$ cat config.mk
export PLATFORM = sky130hd
export DESIGN_NAME = isrt_cell
export DESIGN_NICKNAME = d
export VERILOG_FILES = /design/src/rtl/isrt_pkg.sv /design/src/rtl/isrt_cell.sv
export SDC_FILE = /design/constraint.sdc
export NUM_CORES = 1
export LEC_CHECK = 0
export BUFFER_PORTS_ARGS = -buffer_cell sky130_fd_sc_hd__buf_2
export CORE_ASPECT_RATIO = 1.1
export CORE_MARGIN = 2
export CORE_UTILIZATION = 30
export CTS_BUF_LIST = sky130_fd_sc_hd__clkbuf_4
export CTS_CLUSTER_SIZE = 40
export DETAILED_ROUTE_END_ITERATION = 6
export GPL_TIMING_DRIVEN = 0
export PLACE_DENSITY = 0.64
export SYNTH_ARGS = -nofsm -noshare
export SYNTH_HDL_FRONTEND = slang
export SYNTH_SLANG_ARGS = --single-unit
$ cat constraint.sdc
create_clock -name clk -period 3 [get_ports clk]
set_input_delay 0.15 -clock clk [delete_from_list [all_inputs] [get_ports clk]]
set_output_delay 0.15 -clock clk [all_outputs]
set_load 0.005 [all_outputs]
$ cat src/rtl/isrt_pkg.sv
package isrt_pkg;

  localparam int unsigned ValueWidth   = 32;
  localparam int unsigned DefaultDepth = 64;

  // One element of the set to sort.
  typedef struct packed {
    logic signed [ValueWidth-1:0] value;
    logic                         last;
  } isrt_in_t;

  // One element of the sorted run.
  typedef struct packed {
    logic signed [ValueWidth-1:0] sorted_value;
    logic                         last_out;
    logic                         overflow;
  } isrt_out_t;

  // Operation broadcast to every cell of the chain.
  typedef struct packed {
    logic ins;  // place the broadcast value into the sorted row
    logic shl;  // move every value one cell toward the head
  } isrt_ctl_t;

endpackage

$ cat src/rtl/isrt_cell.sv
module isrt_cell (
  input  logic                                    clk,
  input  isrt_pkg::isrt_ctl_t                     ctl,
  input  logic                                    occupied,
  input  logic signed [isrt_pkg::ValueWidth-1:0]  bcast_value,
  input  logic signed [isrt_pkg::ValueWidth-1:0]  left_value,
  input  logic                                    left_gt,
  input  logic signed [isrt_pkg::ValueWidth-1:0]  right_value,
  output logic signed [isrt_pkg::ValueWidth-1:0]  value,
  output logic                                    gt
);
  import isrt_pkg::*;

  logic signed [ValueWidth-1:0] value_next;

  // A held value strictly greater than the new one moves right, which keeps
  // equal values in arrival order.
  assign gt = occupied && (value > bcast_value);

  always_comb begin
    value_next = value;
    if (ctl.ins) begin
      if (left_gt) begin
        value_next = left_value;
      end else if (gt || !occupied) begin
        value_next = bcast_value;
      end
    end else if (ctl.shl) begin
      value_next = right_value;
    end
  end

  always_ff @(posedge clk) begin
    value <= value_next;
  end

endmodule

# Yosys cells after proc, flatten, opt, wreduce, memory -nomap -nowiden
# Index checks and enable logic that the tools add are counted.
# totals
out_inout_bits,33
reg_bits,32
in_bits,101
# op_classes
n_eq_ne,1
magnitude_cmp,1
mux,4
reduce_logical,5
# op_table
op,n
two-way mux 32 bit,4
> comparator 32 bit,1
"!= test 3 x 1 -> 1 bit, second input constant",1
AND reduction 2 bit,1
nonzero test 2 bit,1
logical AND 1 bit,1
zero test 1 bit,1
logical OR 1 bit,1

# Longest topological paths before layout
# Gate-level depths: netlist (run 1).
# logic_depth
depth_word,6
mapped_depth,8
mapped_depth_nobuf,8

# Worst setup path before layout (run 1)
# Ideal clock, no wire load.
# synth_timing
kind,register -> register
startpoint,reg value[14] (netlist name)
endpoint,"reg value[0] (netlist name), enable pin"
stages_incl_launch_ff,8
arrival_ns,2.447
path_buffers,0
setup_slack_ns,-0.008
t_required_ns,2.439
setup_time_ns,0.561
path_cell_list,edfxtp_1 -> ha_1 -> a21oi_1 -> nand2_1 -> a221o_1 -> o31a_1 -> a2bb2oi_1 -> nand3_1
# synth_between
elab_chain_cells,5
# synth_rtl
item,line_no,text
"start, declared",isrt_cell.sv:9,"output logic signed [isrt_pkg::ValueWidth-1:0] value,"
"start signal, assigned",isrt_cell.sv:34,value <= value_next;
> comparator 32 bit,isrt_cell.sv:18,assign gt = occupied && (value > bcast_value);
logical AND 1 bit,isrt_cell.sv:18,
logical OR 1 bit,isrt_cell.sv:25,end else if (gt || !occupied) begin
!= test 3 x 1 -> 1 bit (no source line),--,
AND reduction 2 bit (no source line),--,
# No other way between the ends.
# A chain may end at the register's enable or synchronous reset.

# Final worst setup path (run 1)
# layout_timing
startpoint,reg value[7] (netlist name)
endpoint,out gt
# layout_between
elab_chain_cells,2
# layout_rtl
item,line_no,text
> comparator 32 bit,isrt_cell.sv:18,
logical AND 1 bit,isrt_cell.sv:18,
"end, declared",isrt_cell.sv:10,output logic gt
# No other way between the ends.

==> results of run 1 <==
[power by group through the flow]
stage                     clock (uW)  combinational [uW]  sequential, uW
final                            245                 457             607
after floorplan                    0                 242             622
after CTS                        256                 456             608
after global placement             0                 440             616
after global routing             279                 519             615
after detailed placement           0                 450             619
[through the flow]
| stage | hold slack [ps] | setup TNS [ps] |
|---|---|---|
| 2_1_floorplan | 376 | 0 |
| 3_3_place_gp | 467 | -5890 |
| 3_5_place_dp | 473 | -8160 |
| 4_1_cts | 118 | 0 |
| 5_1_grt | 113 | 0 |
| 6_report | 137 | 0 |
[layer usage]
layer	GRT usage, %	vias to the layer above	part of all wire [%]
met5	0	-	0
met4	3.73	0	1.1
met3	3.79	7	7.2
met2	25.9	82	49
met1	17.7	1076	43
li1	-	1229	-
[what timing repair did]
item | CTS | global route
pin swaps | 0 | 1
setup endpoints to repair | 32 | 32
resized for setup | 1 | 2
cloned | 0 | 1
[final cells by class]
class / instances / area, um2 / area share [%]
clock inverters: 1 / 5.00 / 0.148
plain buffers: 11 / 45.0 / 1.33
flip-flops and latches: 32 / 961 / 28.4
multi-input cells: 188 / 1400 / 41.5
well taps: 108 / 135 / 4.00
inverters: 33 / 124 / 3.67
clock buffers: 6 / 45.0 / 1.33
repair buffers: 132 / 661 / 19.6
[cell families (layout without fill, tap and decap cells)]
family / count (synthesis) / count (layout)
AO/OA/AOI/OAI: 60 / 60
adder cells (fa/ha/maj): 32 / 32
buffers and inverters: 44 / 183
flip-flops: 32 / 32
multiplexers: 32 / 32
AND/OR/NAND/NOR: 63 / 64
[synth_stat cells]
cell        n
and3_1      1
a22oi_2     1
o41ai_2     1
o31a_1      1
nor2b_1     1
a21oi_1    45
nand2_1     9
clkbuf_1    8
edfxtp_1   32
nor4_2      1
o2111ai_2   1
a221o_1     1
a2111oi_0   1
nand4_2     1
mux2i_1    32
nor2_1     35
a21o_1      1
o21ai_0     3
a211oi_1    1
nor4_1      1
or2_2       1
ha_1       32
nor3_1      1
nand2b_1    1
o21ai_1     1
inv_1      33
a2bb2oi_1   1
nand4_1     7
nand3_1     4
buf_2       3
o211ai_1    2
[worst max-delay path, stage by stage (launching register included)]
cell and delay, ps:
edfxtp_1 410, ha_1 350, a21oi_1 150, o21ai_0 140, a221o_1 330, o31a_1 370, o2111ai_2 200, o41ai_2 90
buf_2 140
[final timing paths]
| check | startpoint | end | slack [ps] | depth (start not counted) |
|---|---|---|---|---|
| max | value[7] | gt | 360 | 8 |
| min | right_value[23] | value[23] | 140 | 3 |
| max reg2reg | value[7] | value[7] | 360 | 7 |
| min reg2reg | value[31] | value[20] | 1360 | 4 |
==> results.sh, run 1 <==
export IMPL_ys_top_cells_by_area="edfxtp_1 (38%), ha_1 (16%), mux2i_1 (13%)"
export IMPL_powerDensity_mw_per_mm2=387
export IMPL_cap_violations=0
export IMPL_first_iter_violations=67
export IMPL_ir_worst_vdd_uv=181
export IMPL_design_area_mm2=0.00338
export IMPL_start_util_pct=31.2
export IMPL_final_cell_mix="buf_2 (135), a21oi_1 (45), nor2_1 (35)"
export IMPL_arrival_ps=2490
export IMPL_clock_skew_ps=14.7
export IMPL_ios=134
export IMPL_dpl_hpwl_um=5550
export IMPL_finish_utilization_pct=42.2
export IMPL_clockPowerShare_pct=18.7
export IMPL_viasPerCell=4.68
export IMPL_final_cells=511
export IMPL_diodes=0
export IMPL_max_freq_mhz=379
export IMPL_finalMaxSlewViolations=0
export IMPL_fillers=872
export IMPL_synth_top_family_by_area="adder cells"
export IMPL_min_period_over_period_pct=87.9
export IMPL_insertion_delay_ps=330
export IMPL_nets=536
export IMPL_cts_setup_buffers=0
export IMPL_synth_simple_area_share_pct=11.6
export IMPL_start_kind="register"
export IMPL_p_leak_uw=0.00172
export IMPL_power_net_switching_uw=426
export IMPL_min_path_type="input pin to register"
export IMPL_numCtsBuffers=5
export IMPL_yosysSeqAreaShare_pct=38.5
export IMPL_grt_pass1_wl_um=10700
export IMPL_clockBufferDepth=2
export IMPL_postSynthAreaPerCell_um2=9.49
export IMPL_grt_max_degree=33
export IMPL_drive_gt1_share_pct=37.5
export IMPL_fin_ws_ps=362
export IMPL_wl_um=6880
export IMPL_top_register="value"
export IMPL_status="completed"
export IMPL_syn_to_final_growth_pct=35.3
export IMPL_synth_area_mm2=0.00250
export IMPL_gp_congestion=0.822
export IMPL_die_area_mm2=0.00907
export IMPL_die_width_um=91.0
export IMPL_largestRegisters="value (32)"
export IMPL_synth_cell_type_count=31
export IMPL_synth_cells=263
export IMPL_synth_xor_area_share_pct=0
export IMPL_antenna_found_initial=0
export IMPL_grt_use_total_pct=14.6
export IMPL_cts_max_level=2
export IMPL_wire_per_inst_um=13.5
export IMPL_pwr_share_seq_pct=46.4
export IMPL_slew_headroom_pct=54.9
export IMPL_placed_cell_area_mm2=0.00330
export IMPL_placed_cells=503
export IMPL_hold_viol_final=0
export IMPL_antenna_left=0
export IMPL_crit_path_end_kind="output pin"
export IMPL_fp_coreArea_mm2=0.00800
export IMPL_syn_nets=396
export IMPL_p_sw_share_pct=32.5
export IMPL_synth_top_area_share_pct=38.5
export IMPL_yosysWarnings=0
export IMPL_clk_pin_slew_ps=100
export IMPL_place_ws_ps=-256
export IMPL_drc=0
export IMPL_numPortBuffers=132
export IMPL_clock_sinks=32
export IMPL_finalCriticalPeriod_ps=2640
export IMPL_p_int_uw=883
export IMPL_largest_reg_flops=32
export IMPL_path_class="register to output pin"
export IMPL_dr_pass1_iters=4
export IMPL_total_power_uw=1310
export IMPL_cts_hold_buffers=0
export IMPL_grt_pass1_vias=2326
export IMPL_comb_power_share_pct=34.9
export IMPL_yosys_area_top_type="edfxtp_1"
export IMPL_grt_setup_unrepaired="no"
export IMPL_synth_compound_area_share_pct=14.2
export IMPL_synth_area_mux_share_pct=12.8
export IMPL_synthAdderAreaFrac_pct=16.0
export IMPL_crit_fanout=3
export IMPL_die_y_um=99.7
export IMPL_vias=2394
export IMPL_crit_required_ps=2850
export IMPL_tightest_slew_ps=670
export IMPL_grt_overflow=0
export IMPL_setup_violations=0
export IMPL_ys_ff_latch=32
export IMPL_mostFrequentLayoutCell="buf_2"
export IMPL_root_buffer="clkbuf_4"
export IMPL_placementRows=34
export IMPL_cts_tree="yes"
Note: power is estimated with default switching activity, not from simulation.
==> run 2: changes to the inputs <==
--- a/config.mk
+++ b/config.mk
@@ -6,7 +6,7 @@
 export NUM_CORES = 1
 export LEC_CHECK = 0
 export BUFFER_PORTS_ARGS = -buffer_cell sky130_fd_sc_hd__buf_2
-export CORE_ASPECT_RATIO = 1.1
+export CORE_ASPECT_RATIO = 0.5
 export CORE_MARGIN = 2
 export CORE_UTILIZATION = 30
 export CTS_BUF_LIST = sky130_fd_sc_hd__clkbuf_4
==> run 2 against run 1 <==
Against the previous run:
- via count fell by 0.84%
- highest routed layer unchanged
- hold slack got worse by 12 ps
- maximum frequency fell by 2.6%
- die area rose by 0.48%
- core utilization fell by 0.10 points
- clock-buffer cell count did not move
- combinational power rose by 0.9%
==> results.sh, run 2 (same netlist as run 1, synthesis figures left out) <==
export IMPL_status="completed"
export IMPL_pwr_share_seq_pct=46.0
export IMPL_fin_ws_ps=291
export IMPL_finalMaxSlewViolations=0
export IMPL_clock_sinks=32
export IMPL_drc=0
export IMPL_arrival_ps=2560
export IMPL_nets=536
export IMPL_fillers=824
export IMPL_hold_depth=3
export IMPL_grt_pass1_wl_um=10300
export IMPL_numCtsBuffers=5
export IMPL_p_int_uw=882
export IMPL_placed_cell_area_mm2=0.00330
export IMPL_r2r_setup_slack_ps=340
export IMPL_design_area_mm2=0.00338
export IMPL_diodes=0
export IMPL_drive_gt1_share_pct=37.5
export IMPL_die_width_um=133
export IMPL_wire_per_inst_um=13.6
export IMPL_first_iter_violations=95
export IMPL_clockPowerShare_pct=19.1
export IMPL_viasPerCell=4.61
export IMPL_slew_headroom_pct=60.4
export IMPL_place_ws_ps=-148
export IMPL_root_buffer="clkbuf_4"
export IMPL_cts_max_level=2
export IMPL_power_net_switching_uw=436
export IMPL_antenna_left=0
export IMPL_powerDensity_mw_per_mm2=390
export IMPL_vias=2374
export IMPL_final_cell_mix="buf_2 (135), a21oi_1 (45), nor2_1 (35)"
export IMPL_crit_family="compound AO/OA/AOI/OAI gates"
export IMPL_top_register="value"
export IMPL_ir_worst_vdd_uv=154
export IMPL_min_path_type="input pin to register"
export IMPL_mostFrequentLayoutCell="buf_2"
export IMPL_final_cells=515
export IMPL_start_kind="register"
export IMPL_grt_overflow=0
export IMPL_wirelength_met1_um=3060
export IMPL_slowest_delay_ps=590
export IMPL_dr_wl_met2_um=3550
export IMPL_min_from="right_value[26]"
export IMPL_min_period_over_period_pct=90.3
export IMPL_numPortBuffers=132
export IMPL_top_layer_used="met4"
export IMPL_grt_max_degree=33
export IMPL_largestRegisters="value (32)"
export IMPL_clockBufferDepth=2
export IMPL_cp_buffers_inverters=1
export IMPL_cts_tree="yes"
export IMPL_grt_pass1_vias=2290
export IMPL_start_util_pct=31.1
export IMPL_p_leak_uw=0.00172
export IMPL_clk_pin_slew_ps=110
export IMPL_comb_power_share_pct=34.9
export IMPL_hold_viol_final=0
export IMPL_p_sw_share_pct=33.1
export IMPL_cts_setup_buffers=0
export IMPL_rr_endpoint="value[21]"
export IMPL_min_to="value[26]"
export IMPL_grt_setup_unrepaired="no"
export IMPL_reg2reg_from="value[31]"
export IMPL_max_freq_mhz=369
export IMPL_dr_pass1_iters=4
export IMPL_wl_um=6990
export IMPL_setup_violations=0
export IMPL_wl_met3_um=254
export IMPL_crit_required_ps=2850
export IMPL_largest_reg_flops=32
export IMPL_crit_fanout=4
export IMPL_placed_cells=507
export IMPL_path_class="register to output pin"
export IMPL_fp_coreArea_mm2=0.00803
export IMPL_insertion_delay_ps=340
export IMPL_grt_use_total_pct=14.7
export IMPL_antenna_found_initial=0
export IMPL_cap_violations=0
export IMPL_syn_to_final_growth_pct=35.5
export IMPL_cp_cell_sequence="ha_1, nand4_1, a2111oi_0, o31a_1, o2111ai_2, o41ai_2, buf_2"
export IMPL_tightest_slew_ps=588
export IMPL_die_y_um=68.5
export IMPL_whs_ps=125
export IMPL_clock_skew_ps=8.75
export IMPL_ios=134
export IMPL_crit_path_end_kind="output pin"
export IMPL_cts_hold_buffers=0
export IMPL_dpl_hpwl_um=5610
export IMPL_die_area_mm2=0.00911
export IMPL_r2r_cells=7
export IMPL_slowest_stage="a2111oi_0"
export IMPL_placementRows=23
export IMPL_finalCriticalPeriod_ps=2710
export IMPL_gp_congestion=0.790
## run 2: worst reg2reg max path: stages, from the launching register on
cell and delay [ps]:
edfxtp_1 410, ha_1 440, nand4_2 190, nor4_2 370
nand2_1 160, and3_1 220, a2bb2oi_2 260, nand3_4 280
## run 2: how the worst max path moves through the flow
stage / from / to / depth (start not counted)
2_1_floorplan: value[14] / value[0] / 7
3_3_place_gp: value[31] / value[9] / 7
3_5_place_dp: value[31] / value[9] / 7
4_1_cts: value[31] / value[23] / 7
5_1_grt: value[31] / value[10] / 7
6_report: value[14] / gt / 7
## run 2: repair_timing
item                                    in CTS  in global routing
endpoints found under the setup margin      32                 32
pin swaps                                    0                  1
cloned                                       0                  1
resized for setup                            1                  2
## run 2: power by group through the flow
stage	sequential [uW]	clock, uW	combinational (uW)
2_1_floorplan	622	0	242
4_1_cts	608	257	457
5_1_grt	616	272	523
3_5_place_dp	620	0	451
3_3_place_gp	617	0	445
6_report	606	252	461
## run 2: layer usage
layer	track usage [%]	vias to the layer above
li1	-	1228
met1	17.3	1086
met2	27.7	50
met3	2.85	10
met4	5.65	0
met5	0	-
## run 2: area by class of cell
type                            count  area (um2)  share of cell area [%]
Clock buffer                        6        45.0                    1.33
Sequential cell                    32         961                    28.4
Buffer                             11        45.0                    1.33
Tap cell                          112         140                    4.14
Inverter                           33         124                    3.66
Timing Repair Buffer              132         661                    19.5
Multi-Input combinational cell    188        1400                    41.5
Clock inverter                      1        5.00                   0.148
## run 2: per-stage QoR
step                      util [%]  TNS [ps]  total power, uW
after global placement        41.1     -3280             1060
after global routing          42.1         0             1410
final                         42.1         0             1320
after CTS                     41.8         0             1320
after floorplan                  -         0              864
after detailed placement      41.1     -4730             1070
